**src/design/trt_pkg.sv**
```systemverilog
// ---------------------------------------------------------------------------
// trt_pkg
// Shared types and codes for the timeline retire table.
// ---------------------------------------------------------------------------
`default_nettype none
package trt_pkg;
  localparam int DEPTH_DEFAULT = 32;

  localparam logic [1:0] ACT_PUSH    = 2'd0;
  localparam logic [1:0] ACT_COLLECT = 2'd1;
  localparam logic [1:0] ACT_KIND    = 2'd2;
  localparam logic [1:0] ACT_FINISH  = 2'd3;

  localparam logic [2:0] ST_ACCEPTED = 3'd0;
  localparam logic [2:0] ST_DUP      = 3'd1;
  localparam logic [2:0] ST_FULL     = 3'd2;
  localparam logic [2:0] ST_RETIRED  = 3'd3;
  localparam logic [2:0] ST_DONE     = 3'd4;

  typedef struct packed {
    logic [1:0]  action;
    logic [63:0] fence_value;
    logic [47:0] handle;
    logic [7:0]  kind;
    logic [63:0] reached;
  } item_t;

  typedef struct packed {
    logic [2:0]  status;
    logic [47:0] out_handle;
    logic [7:0]  out_kind;
    logic [5:0]  retired_count;
    logic [5:0]  fill_level;
    logic [5:0]  high_water;
    logic [31:0] duplicate_total;
    logic [31:0] violation_total;
    logic        last;
  } result_t;

  typedef struct packed {
    logic load;
    logic rd_en;
    logic emit_phase;
    logic update;
    logic done;
  } cmd_t;
endpackage
`default_nettype wire

```
**src/design/trt_ctrl.sv**
```systemverilog
// ---------------------------------------------------------------------------
// trt_ctrl
// Sequencer: scan pass and update; then, for all but a push, emit pass and done result.
// ---------------------------------------------------------------------------
`default_nettype none
module trt_ctrl #(
  parameter int DEPTH = trt_pkg::DEPTH_DEFAULT,
  parameter int AW    = $clog2(DEPTH),
  parameter int CW    = $clog2(DEPTH + 1)
) (
  input  wire logic          clk,
  input  wire logic          rst,
  input  wire logic          start,
  input  wire logic [1:0]    action,
  input  wire logic [CW-1:0] occ,
  output logic               busy,
  output trt_pkg::cmd_t      cmd,
  output logic [AW-1:0]      rd_addr
);
  import trt_pkg::*;

  typedef enum logic [2:0] {S_IDLE, S_SCAN, S_UPD, S_EMIT, S_DONE} state_t;

  state_t        state;
  logic [CW-1:0] idx, n;
  logic          push_q;

  assign busy           = (state != S_IDLE);
  assign rd_addr        = idx[AW-1:0];
  assign cmd.load       = (state == S_IDLE) && start;
  assign cmd.rd_en      = ((state == S_SCAN) || (state == S_EMIT)) && (idx != n);
  assign cmd.emit_phase = (state == S_EMIT);
  assign cmd.update     = (state == S_UPD);
  assign cmd.done       = (state == S_DONE);

  always_ff @(posedge clk) begin
    if (rst) begin
      state  <= S_IDLE;
      idx    <= '0;
      n      <= '0;
      push_q <= 1'b0;
    end else begin
      unique case (state)
        S_IDLE: begin
          if (start) begin
            state  <= S_SCAN;
            idx    <= '0;
            n      <= occ;
            push_q <= (action == ACT_PUSH);
          end
        end
        S_SCAN: begin
          if (idx == n) state <= S_UPD;
          else idx <= idx + 1'b1;
        end
        S_UPD: begin
          idx   <= '0;
          state <= push_q ? S_IDLE : S_EMIT;
        end
        S_EMIT: begin
          if (idx == n) state <= S_DONE;
          else idx <= idx + 1'b1;
        end
        S_DONE: state <= S_IDLE;
        default: state <= S_IDLE;
      endcase
    end
  end
endmodule
`default_nettype wire

```
**config.mk**
```make
export PLATFORM = sky130hd
export DESIGN_NAME = trt_ctrl
export DESIGN_NICKNAME = d
export VERILOG_FILES = /design/src/design/trt_pkg.sv /design/src/design/trt_ctrl.sv
export SDC_FILE = /design/constraint.sdc
export NUM_CORES = 1
export LEC_CHECK = 0
export CAP_MARGIN = 20
export CORE_MARGIN = 3
export CORE_UTILIZATION = 35
export CTS_BUF_LIST = sky130_fd_sc_hd__clkbuf_2 sky130_fd_sc_hd__clkbuf_4 sky130_fd_sc_hd__clkbuf_8
export CTS_CLUSTER_SIZE = 24
export DETAILED_ROUTE_END_ITERATION = 6
export DONT_BUFFER_PORTS = 1
export PLACE_DENSITY_LB_ADDON = 0.3
export SYNTH_ARGS = -nofsm -noshare
export SYNTH_HDL_FRONTEND = slang
export SYNTH_SLANG_ARGS = --single-unit
```
**constraint.sdc**
```tcl
create_clock -name clk -period 2.2 [get_ports clk]
set_input_delay 0.33 -clock clk [delete_from_list [all_inputs] [get_ports clk]]
set_output_delay 0.33 -clock clk [all_outputs]
set_load 0.02 [all_outputs]
```
* Yosys cells after proc, flatten, opt, wreduce, memory -nomap -nowiden *
Index checks and enable logic that the tools add are counted.

word-level totals
  bits in registers = 16
  input port bits = 11
  output and inout bits = 11
  logic and storage cells = 34

operators by class
  add/sub/neg operators = 1
  equality and inequality tests = 10
  muxes and demuxes = 8
  reductions and logical operators = 11

operators by type and width
  cell                 count
  $pmux 6 s3           1
  $mux 6               2
  $pmux 3 s4           1
  $mux 3               3
  $add 6x1->6 const B  1
  $eq 3x2->1 const B   2
  $eq 6x6->1           1
  $ne 6x6->1           1
  $reduce_and 3->1     2
  $reduce_bool 3->1    2
  $ne 2x1->1 const B   2
  $ne 2x2->1 const B   2
  $eq 3x1->1 const B   1
  $eq 3x3->1 const B   1
  $logic_not 3->1      1
  $logic_and 1x1->1    2
  $logic_not 2->1      1
  $mux 2               1
  $reduce_and 2->1     1
  $reduce_or 2->1      1
  $logic_or 1x1->1     1

* Logic depth before layout (Yosys ltp) *
Gate-level depths: netlist (run 1).

  depth in word-level cells = 4
  depth in mapped cells = 6
  depth with buffers taken out = 5

* Least setup slack after synthesis (run 1) *
OpenSTA, ideal clock, no wires.

  path kind = reg-to-reg
  start = register idx[3]
  end = register state[1]
  library setup time = 74 ps
  data arrival time = 1454 ps
  data required time = 2126 ps
  slack = 672 ps
  stages on the path, launching flop included = 6
  buffers on the path = 0
  clock period less this slack = 1528 ps
  cells stage by stage = dfxtp_1 -> xor2_1 -> or3b_4 -> nor2_1 -> mux2_1 -> nor3_2

on the way
  word-level cells in the longest chain between the ends = 3
  elaborated cells on any way between the ends = 4
  those cells by class = 3 x eq/ne; 1 x reduce/logical

ends and longest elaborated chain
  element                         RTL line                        source
  start, declared                 trt_ctrl.sv:25                  logic [CW-1:0] idx, n;
  start signal, assigned          trt_ctrl.sv:54                  else idx <= idx + 1'b1;
  start signal, assigned          trt_ctrl.sv:62                  else idx <= idx + 1'b1;
  $eq 6x6->1 (*)                  trt_ctrl.sv:53, trt_ctrl.sv:61
  $ne 2x1->1 (no line)            --
  $reduce_and 3->1 (no line) (*)  --
  end signal, assigned            trt_ctrl.sv:58                  state <= push_q ? S_IDLE : S_EMIT;
  end, declared                   trt_ctrl.sv:24                  state_t state;

Every way passes the cells marked *; elsewhere a longest branch is shown, timed or not.
A chain may end at the register's enable or synchronous reset.

* Worst setup path in the final report (run 1) *
  start = register idx[4]
  end = output port cmd[3] (netlist bit)

on the way
  word-level cells in the longest chain between the ends = 2

ends and longest elaborated chain
  element            RTL line        source
  $ne 6x6->1         trt_ctrl.sv:31  assign cmd.rd_en = ((state == S_SCAN) || (state == S_EMIT)) && (idx != n);
  $logic_and 1x1->1  trt_ctrl.sv:31
  end, declared      trt_ctrl.sv:17  output trt_pkg::cmd_t cmd,

No other way between the ends.

==> results.cfg, run 1 <==
[run_status]
outcome = finished, final reports clean

[clock_tree]
cts_buffers = 3
post_cts_resized = 0
numClockSinks = 16
cts_tree = done
cts_max_path_buffers = 2
htree_num_levels = 1
clk_pin_slew_ps = 100
clock-root-buffer = clkbuf_4
clkLatencyLatePin_ps = 290
ctsHoldBuffers = 0
post_cts_buffers = 0

[timing]
finalHoldViolCount = 0
max_freq_mhz = 532
worst_slew_pin_slew_ps = 675
final_max_slew_viol_count = 0
grt_setup_unrepaired = false
period_share_pct = 85.5
maxSlewHeadroom_pct = 54.9
timing.setup.tns_ps = 0
clock-skew-final_ps = 10.3
period_needed_ps = 1880
setup_viol = 0
hold_ws_ps = 92.4

[routing]
wl_um = 1800
drt_iter0_markers = 13
dr.pass1.iters = 4
top_layer_used = met4
wire_per_inst_um = 13.4
viasPerCell = 5.28
wl_met1_um = 870
wl_met2_um = 796
post-route-drc-count = 0
detail-route-antenna-nets = 0
wl_met3_um = 112
vias = 708

[finish]
drive_gt1_share_pct = 12.3
diodes = 0
syn2layout_area_growth_pct = 5.43
nNetsFinal = 119

[hold_path]
worstHoldPathType = in -> reg

[floorplan]
initial_utilization_pct = 37.8
dieArea_um2 = 3070
die_x_um = 55.4
core_area_um2 = 2250
io_pins = 22
row_count = 17
die_h_um = 55.4

[power]
pwr-share-clk_pct = 26.3
power_per_cell_area_nw_per_um2 = 838
seqPwrFrac_pct = 45.3
p_leak_nw = 0.335
netSwitchingPower_mw = 0.263
vdd_drop_max_uv = 355
p_int_mw = 0.491
share_comb_of_total_power_pct = 28.3
switching_share_pct = 34.9

[setup_path]
r2r_slack_ps = 540
start_kind = flip-flop
required_ps = 1870
critPathSlowestCell = dfxtp_1
cpPeakStageDelay_ps = 560
crit_type = reg -> out
cp_data_arrival_time_ps = 1550
critPathCaptureType = output pin
path_max_fanout = 5
crit_chain = xnor2_1 > and4_1 > a21oi_1 > buf_4

[place]
gp_congestion = 0.806
hpwlAfterDp_um = 1350
io_buffers = 0

[job]
cap_violations = 0

[global_routing]
grt_pass1_vias = 680
antenna_found_initial = 0
grt-ovfl-total = 0
grt_use_total_pct = 12.4
grt_max_degree = 19
grt_pass1_wl_um = 3100

[logic_synthesis]
syn_inst = 107
synth.area.top_cells = dfxtp_1, nand2_1, a21oi_1
yosys_warnings = 0
synth_seq_area_share_pct = 37.5
syn_area_um2 = 853
synth_area_leader_cell = dfxtp_1
postSynthAreaPerCell_um2 = 7.97
synth_top_cell_area_share_pct = 37.5
ys_ff_latch = 16
synthDistinctLibCells = 33
syn-num-nets = 119
## final cells by class
class | instances | area [um2]
flip-flops and latches | 16 | 320
clock buffers | 4 | 36.3
repair buffers | 4 | 30.0
fillers | 251 | 1360
well taps | 28 | 35.0
multi-input cells | 78 | 463
inverters | 4 | 15.0
## worst max-delay path: cells and delay by family (launching register included)
family	cells	cell delay, ps
AO/OA/AOI/OAI	1	160
flip-flops	1	560
AND/OR/NAND/NOR	1	220
XOR/XNOR	1	140
buffers and inverters	1	180
## power by group through the flow
stage / sequential, mW / clock [mW] / combinational [mW]
final: 0.342 / 0.198 / 0.214
after CTS: 0.342 / 0.202 / 0.216
after floorplan: 0.333 / 0 / 0.197
after global routing: 0.346 / 0.219 / 0.241
after global placement: 0.348 / 0 / 0.211
after detailed placement: 0.348 / 0 / 0.216
## kinds of logic after synthesis
logic type	count (synthesis)	synth area share (%)
AO/OA/AOI/OAI	20	15.0
XOR/XNOR	6	6.16
adder cells (fa/ha/maj)	1	1.47
buffers and inverters	13	8.21
flip-flops	16	37.5
multiplexers	2	2.49
AND/OR/NAND/NOR	49	29.2
## cells in the mapped netlist
cell and instances:
dfxtp_1 16, nand2_1 16, a21oi_1 10, nor2_1 9, buf_4 5, nor3_1 5
inv_1 4, o21ai_0 4, xnor2_1 4, nand3_1 3, nor2b_1 3, clkbuf_2 2
nand2b_1 2, nand3b_1 2, nor4_1 2, o31ai_1 2, xor2_1 2, a21oi_2 1
and2_1 1, and3_1 1, and4_1 1, buf_1 1, clkbuf_1 1, ha_1 1
mux2_1 1, mux2i_1 1, nand4_1 1, nor3_2 1, nor3b_1 1, o21ai_2 1
o21ai_4 1, o32ai_1 1, or3b_4 1
## routing by layer
layer,global-route usage (%),up-vias
li1,-,358
met1,15.5,327
met2,18.8,21
met3,5.84,2
met4,4.17,0
met5,0,-
## registers in the layout (all words and copies together), names as in the netlist
signal	cells
idx	6
n	6
push_q	1
state	3
## worst paths after layout
| kind | startpoint | depth (start not counted) | to |
|---|---|---|---|
| setup / recovery | idx[4]$_SDFFE_PP0P_ | 4 | cmd[3] |
| hold / removal | rst | 1 | state[1]$_SDFFE_PP0P_ |
| setup reg to reg | idx[4]$_SDFFE_PP0P_ | 5 | state[1]$_SDFFE_PP0P_ |
| hold reg to reg | n[5]$_SDFFE_PP0P_ | 2 | n[5]$_SDFFE_PP0P_ |
## cell usage in the layout (no fill, tap or decap)
master and n:
or3b_4 1, a21oi_1 10, nand2b_1 2, nand3_1 3, and2_1 1, nor2_1 9, clkbuf_8 1, ha_1 1
inv_1 4, o21ai_0 4, mux2_1 1, clkbuf_4 3, mux2i_1 1, a21oi_2 1, nor2b_1 3, nand4_1 1
nand2_1 16, buf_4 4, nor3_1 5, o21ai_2 1, nor3_2 1, o21ai_4 1, o32ai_1 1, nor3b_1 1
xor2_1 2, nand3b_1 2, xnor2_1 4, o31ai_1 2, nor4_1 2, and3_1 1, and4_1 1, dfxtp_1 16
## metrics by stage
step	std cells	total power [mW]	area (um2)	worst slack [ps]	util (%)
after floorplan	107	0.530	853	672	-
after global placement	130	0.558	863	604	38.3
after detailed placement	130	0.564	863	550	38.3
after CTS	134	0.760	900	303	39.9
after global routing	134	0.805	900	171	39.9
final	134	0.754	900	319	39.9
Power figures use the tool's default switching activity.
==> run 2, diff against run 1 <==
--- a/config.mk
+++ b/config.mk
@@ -7,7 +7,7 @@
 export LEC_CHECK = 0
 export CAP_MARGIN = 20
 export CORE_MARGIN = 3
-export CORE_UTILIZATION = 35
+export CORE_UTILIZATION = 55
 export CTS_BUF_LIST = sky130_fd_sc_hd__clkbuf_2 sky130_fd_sc_hd__clkbuf_4 sky130_fd_sc_hd__clkbuf_8
 export CTS_CLUSTER_SIZE = 24
 export DETAILED_ROUTE_END_ITERATION = 6
==> results.cfg, run 2 (same netlist as run 1, synthesis figures left out) <==
[global_routing]
grt-ovfl-total = 0
grt_pass1_vias = 657
antenna_found_initial = 0
grt_max_degree = 19
grt_use_total_pct = 18.4
grt_pass1_wl_um = 2730

[finish]
largestRegisters = idx (6), n (6), state (3)
syn2layout_area_growth_pct = 3.52
diodes = 0
drive_gt1_share_pct = 12.3
fin_cells = 121
layout_common_cells = nand2_1, dfxtp_1, a21oi_1
nNetsFinal = 119

[floorplan]
io_pins = 22
dieArea_um2 = 2060
row_count = 13
die_x_um = 45.4
core_area_um2 = 1380
initial_utilization_pct = 61.7
die_h_um = 45.4

[timing]
setup_viol = 0
worst_slew_pin_slew_ps = 666
period_needed_ps = 1990
maxSlewHeadroom_pct = 55.5
finalHoldViolCount = 0
hold_ws_ps = 94.7
timing.setup.tns_ps = 0
final_max_slew_viol_count = 0
max_freq_mhz = 503
clock-skew-final_ps = 8.35
period_share_pct = 90.4
grt_setup_unrepaired = false

[place]
placed_cells = 117
io_buffers = 0
hpwlAfterDp_um = 1230
gp_congestion = 0.821

[power]
vdd_drop_max_uv = 489
total_power_mw = 0.740
p_leak_nw = 0.335
power_per_cell_area_nw_per_um2 = 838

[routing]
wl_um = 1600
vias = 693
drt_iter0_markers = 8
dr.pass1.iters = 2
detail-route-antenna-nets = 0
viasPerCell = 5.73
wire_per_inst_um = 13.2
post-route-drc-count = 0

[clock_tree]
clk_pin_slew_ps = 100
clkLatencyLatePin_ps = 290
post_cts_resized = 0
numClockSinks = 16
ctsHoldBuffers = 0
cts_tree = done
clock-root-buffer = clkbuf_4
htree_num_levels = 1
cts_buffers = 3
cts_max_path_buffers = 2
post_cts_buffers = 0

[setup_path]
path_max_fanout = 5
start_kind = flip-flop
critPathCaptureType = output pin
required_ps = 1870
crit_type = reg -> out
cp_data_arrival_time_ps = 1660

[job]
cap_violations = 0

[hold_path]
worstHoldPathType = in -> reg

[run_status]
outcome = finished, final reports clean
-- run 2: cell counts in the layout (fill, tap and decap cells not counted) --
Identical to the previous run, type by type.
-- run 2: layout make-up --
type / count / area, um2
multi-input combinational: 78 / 463
sequential: 16 / 320
clock buffer: 4 / 36.3
fill: 127 / 499
timing repair buffer: 4 / 30.0
inverter: 4 / 15.0
tap: 15 / 18.8
-- run 2: final timing paths --
kind,start,endpoint,slack [ps],cells past startpoint
max,idx[4]$_SDFFE_PP0P_,cmd[3],210,3
min,rst,idx[2]$_SDFFE_PP0P_,90,1
max reg2reg,idx[4]$_SDFFE_PP0P_,idx[2]$_SDFFE_PP0P_,480,5
min reg2reg,n[4]$_SDFFE_PP0P_,n[4]$_SDFFE_PP0P_,470,2
-- run 2: stage by stage --
stage          util [%]  instance area [um2]  setup WS [ps]
2_1_floorplan         -                  853            672
3_3_place_gp       61.3                  847            562
3_5_place_dp       61.3                  847            508
4_1_cts            63.9                  883            220
5_1_grt            63.9                  883           90.6
6_report           63.9                  883            212
-- run 2: critical path, cell delays in order, from the launching register on --
cell     delay [ps]
dfxtp_1         550
xnor2_1         130
and4_1          220
a21oi_1         470
-- run 2: power breakdown --
group	switching (mW)	internal [mW]
Sequential	0.0256	0.313
Clock	0.0928	0.101
Combinational	0.135	0.0725
-- run 2: per-layer routing --
layer,track usage [%],part of all wire (%),vias up
li1,-,-,359
met1,23.3,48,313
met2,28.4,44,19
met3,6.72,6.4,2
met4,6.43,0.62,0
met5,0,0,-
