## src/design/trt_pkg.sv

```systemverilog
// ---------------------------------------------------------------------------
// trt_pkg
// Shared types and codes for the timeline retire table.
// ---------------------------------------------------------------------------
`default_nettype none
package trt_pkg;
  localparam int DEPTH_DEFAULT = 32;

  localparam logic [1:0] ACT_PUSH    = 2'd0;
  localparam logic [1:0] ACT_COLLECT = 2'd1;
  localparam logic [1:0] ACT_KIND    = 2'd2;
  localparam logic [1:0] ACT_FINISH  = 2'd3;

  localparam logic [2:0] ST_ACCEPTED = 3'd0;
  localparam logic [2:0] ST_DUP      = 3'd1;
  localparam logic [2:0] ST_FULL     = 3'd2;
  localparam logic [2:0] ST_RETIRED  = 3'd3;
  localparam logic [2:0] ST_DONE     = 3'd4;

  typedef struct packed {
    logic [1:0]  action;
    logic [63:0] fence_value;
    logic [47:0] handle;
    logic [7:0]  kind;
    logic [63:0] reached;
  } item_t;

  typedef struct packed {
    logic [2:0]  status;
    logic [47:0] out_handle;
    logic [7:0]  out_kind;
    logic [5:0]  retired_count;
    logic [5:0]  fill_level;
    logic [5:0]  high_water;
    logic [31:0] duplicate_total;
    logic [31:0] violation_total;
    logic        last;
  } result_t;

  typedef struct packed {
    logic load;
    logic rd_en;
    logic emit_phase;
    logic update;
    logic done;
  } cmd_t;
endpackage
`default_nettype wire

```

## src/design/trt_datapath.sv

```systemverilog
// ---------------------------------------------------------------------------
// trt_datapath
// Entry memory, scan accumulators, statistics and result register.
// ---------------------------------------------------------------------------
`default_nettype none
module trt_datapath #(
  parameter int DEPTH = trt_pkg::DEPTH_DEFAULT,
  parameter int AW    = $clog2(DEPTH),
  parameter int CW    = $clog2(DEPTH + 1)
) (
  input  wire logic            clk,
  input  wire logic            rst,
  input  wire trt_pkg::item_t  in_item,
  input  wire trt_pkg::cmd_t   cmd,
  input  wire logic [AW-1:0]   rd_addr,
  output logic [CW-1:0]        occ,
  output logic                 strobe,
  output trt_pkg::result_t     result
);
  import trt_pkg::*;

  logic [63:0] mem_tl [DEPTH];
  logic [47:0] mem_h  [DEPTH];
  logic [7:0]  mem_k  [DEPTH];

  item_t       item_q;
  logic [63:0] rd_tl;
  logic [47:0] rd_h;
  logic [7:0]  rd_k;
  logic        vld_q, emit_q;
  logic        dup_f, ahead_f;
  logic [CW-1:0] go_cnt, kept;
  logic [CW-1:0] peak;
  logic [31:0] dupc, viol;

  logic [CW-1:0] occ_next, peak_next, kept_next;
  logic [31:0]   dupc_next, viol_next;
  logic          wr_en, str_next, go;
  logic [AW-1:0] wr_addr;
  logic [63:0]   wr_tl;
  logic [47:0]   wr_h;
  logic [7:0]    wr_k;
  result_t       res_next;

  function automatic logic [31:0] sat_inc(input logic [31:0] v);
    return (v == '1) ? v : v + 32'd1;
  endfunction

  assign go = (item_q.action == ACT_FINISH) ||
              ((rd_tl <= item_q.reached) &&
               ((item_q.action != ACT_KIND) || (rd_k == item_q.kind)));

  always_comb begin
    occ_next  = occ;
    peak_next = peak;
    dupc_next = dupc;
    viol_next = viol;
    kept_next = kept;
    wr_en     = 1'b0;
    wr_addr   = kept[AW-1:0];
    wr_tl     = rd_tl;
    wr_h      = rd_h;
    wr_k      = rd_k;
    str_next  = 1'b0;
    res_next  = '0;
    if (cmd.update) begin
      if (item_q.action == ACT_PUSH) begin
        str_next      = 1'b1;
        res_next.last = 1'b1;
        priority if (dup_f) begin
          dupc_next       = sat_inc(dupc);
          viol_next       = sat_inc(viol);
          res_next.status = ST_DUP;
        end else if (occ == CW'(DEPTH)) begin
          res_next.status     = ST_FULL;
          res_next.out_handle = item_q.handle;
          res_next.out_kind   = item_q.kind;
        end else begin
          wr_en     = 1'b1;
          wr_addr   = occ[AW-1:0];
          wr_tl     = item_q.fence_value;
          wr_h      = item_q.handle;
          wr_k      = item_q.kind;
          occ_next  = occ + 1'b1;
          if (occ_next > peak) peak_next = occ_next;
          res_next.status = ST_ACCEPTED;
        end
      end else if (item_q.action == ACT_FINISH) begin
        occ_next  = '0;
        peak_next = '0;
        dupc_next = '0;
        if (ahead_f) viol_next = sat_inc(viol);
      end else begin
        occ_next = occ - go_cnt;
      end
    end else if (vld_q && emit_q) begin
      if (go) begin
        str_next            = 1'b1;
        res_next.status     = ST_RETIRED;
        res_next.out_handle = rd_h;
        res_next.out_kind   = rd_k;
      end else if (item_q.action != ACT_FINISH) begin
        wr_en     = 1'b1;
        kept_next = kept + 1'b1;
      end
    end else if (cmd.done) begin
      str_next               = 1'b1;
      res_next.status        = ST_DONE;
      res_next.retired_count = 6'(go_cnt);
      res_next.last          = 1'b1;
    end
    res_next.fill_level      = 6'(occ_next);
    res_next.high_water      = 6'(peak_next);
    res_next.duplicate_total = dupc_next;
    res_next.violation_total = viol_next;
  end

  always_ff @(posedge clk) begin
    if (wr_en) begin
      mem_tl[wr_addr] <= wr_tl;
      mem_h[wr_addr]  <= wr_h;
      mem_k[wr_addr]  <= wr_k;
    end
    rd_tl  <= mem_tl[rd_addr];
    rd_h   <= mem_h[rd_addr];
    rd_k   <= mem_k[rd_addr];
    result <= res_next;
    if (cmd.load) item_q <= in_item;
  end

  always_ff @(posedge clk) begin
    if (rst) begin
      occ     <= '0;
      peak    <= '0;
      dupc    <= '0;
      viol    <= '0;
      strobe  <= 1'b0;
      vld_q   <= 1'b0;
      emit_q  <= 1'b0;
      dup_f   <= 1'b0;
      ahead_f <= 1'b0;
      go_cnt  <= '0;
      kept    <= '0;
    end else begin
      occ    <= occ_next;
      peak   <= peak_next;
      dupc   <= dupc_next;
      viol   <= viol_next;
      strobe <= str_next;
      vld_q  <= cmd.rd_en;
      emit_q <= cmd.emit_phase;
      if (cmd.load) begin
        dup_f   <= 1'b0;
        ahead_f <= 1'b0;
        go_cnt  <= '0;
        kept    <= '0;
      end else begin
        kept <= kept_next;
        if (vld_q && !emit_q) begin
          if (rd_h == item_q.handle && rd_k == item_q.kind) dup_f <= 1'b1;
          if (rd_tl > item_q.reached) ahead_f <= 1'b1;
          if (go) go_cnt <= go_cnt + 1'b1;
        end
      end
    end
  end
endmodule
`default_nettype wire

```

## config.mk

```make
export PLATFORM = sky130hd
export DESIGN_NAME = trt_datapath
export DESIGN_NICKNAME = d
export VERILOG_FILES = /design/src/design/trt_pkg.sv /design/src/design/trt_datapath.sv
export SDC_FILE = /design/constraint.sdc
export NUM_CORES = 2
export LEC_CHECK = 0
export BUFFER_PORTS_ARGS = -buffer_cell sky130_fd_sc_hd__buf_2
export CORE_ASPECT_RATIO = 0.5
export CORE_UTILIZATION = 45
export CTS_CLUSTER_SIZE = 20
export DETAILED_ROUTE_END_ITERATION = 10
export GPL_TIMING_DRIVEN = 1
export PLACE_DENSITY = 0.72
export SYNTH_ARGS = -nofsm -noshare
export SYNTH_HDL_FRONTEND = slang
export SYNTH_SLANG_ARGS = --single-unit
```

## constraint.sdc

```tcl
create_clock -name clk -period 15.85 [get_ports clk]
set_clock_uncertainty 0.15 [all_clocks]
set_input_delay 0 -clock clk [delete_from_list [all_inputs] [get_ports clk]]
set_output_delay 0 -clock clk [all_outputs]
set_load 0.05 [all_outputs]
```

# Word-level counts from Yosys, hierarchy flattened
# Memories as Yosys holds them, arrays and structs flattened. A register that Yosys moved wholly into a read port is not among the register bits.
# Cells that the tools add are included.
# word_totals
in_bits	198
elab_cells	126
n_memories	3
reg_bits	421
out_inout_bits	149
ramBits	3840
# op_classes
n_lt_le_gt_ge	3
n_eq_ne	8
add_sub_neg	6
reduce_logical	14
bitwise	3
n_mux	64
# memory_table
memory	words	width	rd	rd_ports_with_merged_regs	write_ports	line	source
mem_tl	32	64	1	1	1	trt_datapath.sv:22	logic [63:0] mem_tl [DEPTH];
mem_h	32	48	1	1	1	trt_datapath.sv:23	logic [47:0] mem_h [DEPTH];
mem_k	32	8	1	1	1	trt_datapath.sv:24	logic [7:0] mem_k [DEPTH];
# ops
op	count
2-to-1 mux 32 bit	11
2-to-1 mux 64 bit	4
2-to-1 mux 48 bit	4
2-to-1 mux 56 bit	3
2-to-1 mux 59 bit	2
2-to-1 mux 6 bit	11
adder 32 x 1 -> 32 bit (second input constant)	2
== test 32 bit (second input constant)	2
> comparator 64 bit	1
less-or-equal comparator 64 bit	1
2-to-1 mux 58 bit	1
== test 48 bit	1
2-to-1 mux 8 bit	4
2-to-1 mux 5 bit	4
adder 6 x 1 -> 6 bit (second input constant)	3
2-to-1 mux 1 bit	16
2-to-1 mux 3 bit	3
== test 8 bit	1
== test 6 bit (second input constant)	1
> comparator 6 bit	1
AND reduction 2 bit	3
subtractor 6 bit	1
logical AND 1 bit	4
!= test 2 bit (second input constant)	2
9 further kinds	12

# Longest topological paths before layout
# logic_depth
ltp_word	9
ltp_mapped	14
ltp_nobuf	12

# Worst setup path before layout
# OpenSTA, ideal clock, no wires.
# synth_path
path_type	register to register
start	register occ[0]
end	memory mem_h[1][0] (enable)
setup_ns	0.746
required_time_ns	14.954
n_path_buf	2
t_arrival_ns	10.560
path_slack_ns	4.394
period_less_slack_ns	11.456
stages_incl_launch_ff	10
cell_sequence	dfxtp_1 clkbuf_1 inv_1 ha_1 and4b_1 nor3_2 clkbuf_1 nand2_1 o32a_1 nor3_1
# synth_via
elab_chain_len	7
word_cells_on_any_way	11
classes_between	eq/ne: 1; mux: 10
# synth_lines
element	line	source
from (decl)	trt_datapath.sv:16	output logic [CW-1:0] occ,
from (signal assigned)	trt_datapath.sv:145	occ <= occ_next;
== test 6 bit	trt_datapath.sv:74	end else if (occ == CW'(DEPTH)) begin
2-to-1 mux 1 bit	trt_datapath.sv:74	
2-to-1 mux 1 bit	trt_datapath.sv:70	priority if (dup_f) begin
2-to-1 mux 1 bit	trt_datapath.sv:67	if (item_q.action == ACT_PUSH) begin
2-to-1 mux 1 bit	trt_datapath.sv:66	if (cmd.update) begin
2-to-1 mux 1 bit	trt_datapath.sv:119	if (wr_en) begin
2-to-1 mux 1 bit (not written as such)	trt_datapath.sv:121	mem_h[wr_addr] <= wr_h;
to (decl)	trt_datapath.sv:23	
# Several ways; a longest one is shown, not always the timed one.

# Worst setup path in the final report
# layout_path
start	register item_q[55] (netlist bit)
end	memory mem_tl[11][9] (enable)
# layout_via
elab_chain_len	8
# layout_lines
element	line	source
from (decl)	trt_datapath.sv:26	item_t item_q;
from (signal assigned)	trt_datapath.sv:128	if (cmd.load) item_q <= in_item;
less-or-equal comparator 64 bit	trt_datapath.sv:50	((rd_tl <= item_q.reached) &&
logical AND 1 bit	trt_datapath.sv:50	
logical OR 1 bit	trt_datapath.sv:49	assign go = (item_q.action == ACT_FINISH) ||
2-to-1 mux 1 bit	trt_datapath.sv:97	if (go) begin
2-to-1 mux 1 bit	trt_datapath.sv:96	end else if (vld_q && emit_q) begin
2-to-1 mux 1 bit	trt_datapath.sv:66	
2-to-1 mux 1 bit	trt_datapath.sv:119	
2-to-1 mux 1 bit (not written as such)	trt_datapath.sv:120	mem_tl[wr_addr] <= wr_tl;
to (decl)	trt_datapath.sv:22	
# Every way passes these cells.

==> flow_summary.ini <==
[cts]
cts_buffers = 380
tritoncts = yes
cts.sink_count = 4380
cts_root_buffer = clkbuf_16
htree_levels = 5
clkLatencyLatePin_ns = 0.97
clockBufferDepth = 4
path_clk_slew_ns = 0.07

[route]
firstDrtPassIters = 5
ant_nets = 0
vias = 81950
avgViaCountPerCell = 6.04
wire_per_inst_um = 31.7
drtIter0Drc = 11976
drc_errors = 0
routed_wl_mm = 430

[power_and_ir_drop]
peakVddDrop_mv = 0.0987
p_comb_frac = 0.070
clkPwrFrac = 0.393
internal_power_uw = 19000
swShare = 0.223
power.leakage_uw = 0.0616
p_per_area_nw_per_um2 = 129
seqPwrFrac = 0.537
power_switching_uw = 5480

[die]
fp.dieW_um = 859
coreArea_um2 = 364000
start_util = 0.455
rows = 156
io_pins = 347
die_h_um = 431
die_area_um2 = 370000

[cells_and_area]
fill_cells = 26947
seqCellArea_um2 = 128000
multi_input_area_um2 = 36000
syn_to_final_growth_pct = 15.2
fin_nets = 8628
drive_above_1_share = 0.288

[sta]
relSlewSlack = 0.0223
hold_ws_ns = 0.119
hold_viol_final = 0
period_needed_ns = 8.30
rsz0062_at_grt = false
drv_slew = 0
setup-violations-final = 0
fin_setup_tns_ns = 0
fmax_mhz = 121
period_share = 0.524
tightest_slew_ns = 1.46

[worst_hold_path]
hold_class = in2reg

[yosys]
synth_cells = 7376
ys.flop_type = edfxtp_1
syn_avg_cell_area_um2 = 22.4
synthArstFlopShare = 0
syn-cell-area_um2 = 165000
syn_nets = 7656
synth_edf_count = 4026
ys_warn_count = 0
synth_seq_area_share = 0.774
ys_seq_elements = 4380
yosys.cell_types.count = 68

[setup_path]
r2r-end = mem_tl[11][9]
cpPeakStageDelay_ns = 0.98
path_class = reg2reg
reg2reg_depth = 13
critPathLaunchType = flop
cp_num_buf_inv = 3
crit_start = item_q[55]
cp.depth = 13
cp-endpoint = mem_tl[11][9]
path_cells = inv_1 -> ha_1 -> nand4_1 -> nor4_2 -> nand4_1 -> a31oi_1 -> nor3_1 -> a21oi_4 -> o21ai_2 -> o32a_1 -> nor2_4 -> buf_4 -> buf_4
crit_arrival_ns = 8.69
crit_family = simple AND/OR/NAND/NOR gates
r2r-start = item_q[55]
cpMaxStageDelayCell = buf_4
critPathRequiredTime_ns = 16.24
reg2reg_slack_ns = 7.55
cp-end-kind = flop
path_max_fanout = 53

[global_routing]
grt_overflow = 0
grt_usage = 0.229
grt_max_degree = 142
antenna_found_initial = 25
grt_pass1_wl_mm = 609
grt_pass1_vias = 81082

[run_status]
violations = max-capacitance violations
status = finished with violations

[placement]
gp_congestion = 0.842
port_buffers = 346
hpwl_mm = 247

[run]
maxCapViolations = 1
==> worst register-to-register path: stages, from the launching register on <==
cell	delay [ns]
edfxtp_1	0.35
inv_1	0.06
ha_1	0.37
nand4_1	0.26
nor4_2	0.91
nand4_1	0.58
a31oi_1	0.79
nor3_1	0.27
a21oi_4	0.58
o21ai_2	0.26
o32a_1	0.64
nor2_4	0.71
buf_4	0.98
buf_4	0.87
==> layout make-up <==
cell class	count	share of cell area
clock inverter	222	0.0136
tap	4898	0.0321
multi-input combinational	2550	0.189
antenna	5	0.0000656
clock buffer	478	0.0533
sequential	4380	0.671
timing repair buffer	938	0.0388
inverter	98	0.00193
==> per-stage QoR <==
| stage | util | total power, uW | setup WS (ns) | std cells | area [um^2] |
|---|---|---|---|---|---|
| after CTS | 0.524 | 24600 | 7.81 | 13564 | 191000 |
| after global placement | 0.478 | 15000 | 7.83 | 12471 | 174000 |
| after floorplan | - | 14300 | 4.39 | 7376 | 165000 |
| final | 0.524 | 24500 | 7.55 | 13569 | 191000 |
| after global routing | 0.524 | 25100 | 7.45 | 13565 | 191000 |
| after detailed placement | 0.478 | 15000 | 7.78 | 12471 | 174000 |
==> routing by layer <==
| metal | global-route usage | wire (um) | vias up |
|---|---|---|---|
| met1 | 0.325 | 164000 | 43510 |
| met3 | 0.0417 | 45900 | 728 |
| met5 | 0 | 58 | - |
| met4 | 0.0764 | 16200 | 10 |
| li1 | - | - | 32650 |
| met2 | 0.363 | 204000 | 5052 |
==> power groups by stage <==
stage | combinational, uW | sequential [uW] | clock [uW]
floorplan | 884 | 13400 | 0
global route | 1790 | 13200 | 10200
CTS | 1700 | 13100 | 9720
detailed placement | 1620 | 13400 | 0
global placement | 1590 | 13400 | 0
finish | 1720 | 13200 | 9650
==> state kept, by name, summed over array words and instances, names as in the netlist <==
| signal | cells |
|---|---|
| viol | 32 |
| rd_k | 8 |
| peak | 6 |
| mem_tl | 2048 |
| result | 142 |
| ahead_f | 1 |
| go_cnt | 6 |
| kept | 5 |
| vld_q | 1 |
| emit_q | 1 |
| rd_h | 48 |
| mem_k | 256 |
| strobe | 1 |
| occ | 6 |
| rd_tl | 64 |
| dupc | 32 |
| dup_f | 1 |
| mem_h | 1536 |
| item_q | 186 |
==> Yosys cell counts, types with 3 or more instances <==
cell	instances	share of area
nor3_1	19	0.00057
mux2_2	122	0.0083
inv_1	98	0.0022
a21oi_1	59	0.0018
o31ai_1	9	0.00041
mux2i_1	9	0.00054
or4_1	5	0.00023
dfxtp_1	354	0.043
xor2_1	51	0.0027
mux4_2	1200	0.16
nand3b_1	4	0.00018
buf_2	46	0.0014
and4_1	11	0.00058
nand2b_1	6	0.00023
a22o_1	67	0.0035
edfxtp_1	4026	0.73
and3_1	10	0.00038
a22oi_1	3	0.00014
nor4_1	20	0.00076
o211ai_1	7	0.00032
nand2_1	448	0.010
o21a_1	4	0.00018
a31oi_1	4	0.00015
and2_1	80	0.0030
nor2b_1	7	0.00026
or3_1	6	0.00023
ha_1	81	0.0061
or2_2	3	0.00011
xnor2_1	44	0.0023
clkbuf_1	278	0.0063
nor2_1	76	0.0017
a21o_1	9	0.00041
nand3_1	53	0.0016
o32a_1	4	0.00024
buf_1	20	0.00045
nand4_1	36	0.0014
o21ai_0	58	0.0018
==> placed cells by master (no fill, tap or decap), drive strengths merged, types with 6 or more instances in the layout <==
cell type    synthesis  layout
nand2              449     449
mux2               122     122
dlygate4sd3          0     393
nand2b               6       6
xor2                51      51
a22o                67      67
o31ai                9       9
bufinv               0      52
buf                 70     545
a21o                 9       9
dfxtp              354     354
and4                11      11
nor3                22      22
mux2i                9       9
nand3               53      53
mux4              1200    1200
xnor2               44      44
clkinv               0     137
or3                  6       6
o21ai               60      60
clkbuf             278     478
and3                10      10
clkinvlp             0      16
edfxtp            4026    4026
nor4                21      21
ha                  81      81
and2                80      80
inv                 98     115
or4                  6       6
nor2                76      76
o211ai               7       7
nor2b                7       7
a21oi               61      61
nand4               37      37
==> what timing repair did <==
| action | in CTS | in global routing |
|---|---|---|
| setup buffers | 0 | 0 |
| resized for setup | 0 | 0 |
| endpoints found under the hold margin | 573 | 0 |
| hold buffers | 393 | 0 |
==> worst min path at each step <==
stage | endpoint | cells after the start | start
global placement | item_q[159] | 1 | in_item[159]
detailed placement | item_q[172] | 1 | in_item[172]
global route | item_q[123] | 3 | in_item[123]
CTS | item_q[123] | 3 | in_item[123]
floorplan | item_q[0] | 0 | in_item[0]
finish | item_q[123] | 3 | in_item[123]
==> cells by family (layout without fill, tap and decap cells) <==
kind of cell	after synthesis	in the layout	synth area share
fa+ha+maj	82	82	0.00625
simple gates	800	800	0.0224
xor+xnor	95	95	0.00503
mux	1331	1331	0.172
compound gates	242	242	0.00989
flops	4380	4380	0.774
other cells	0	5	0
buf+inv	446	1736	0.0106
Power figures use the tool's default switching activity.
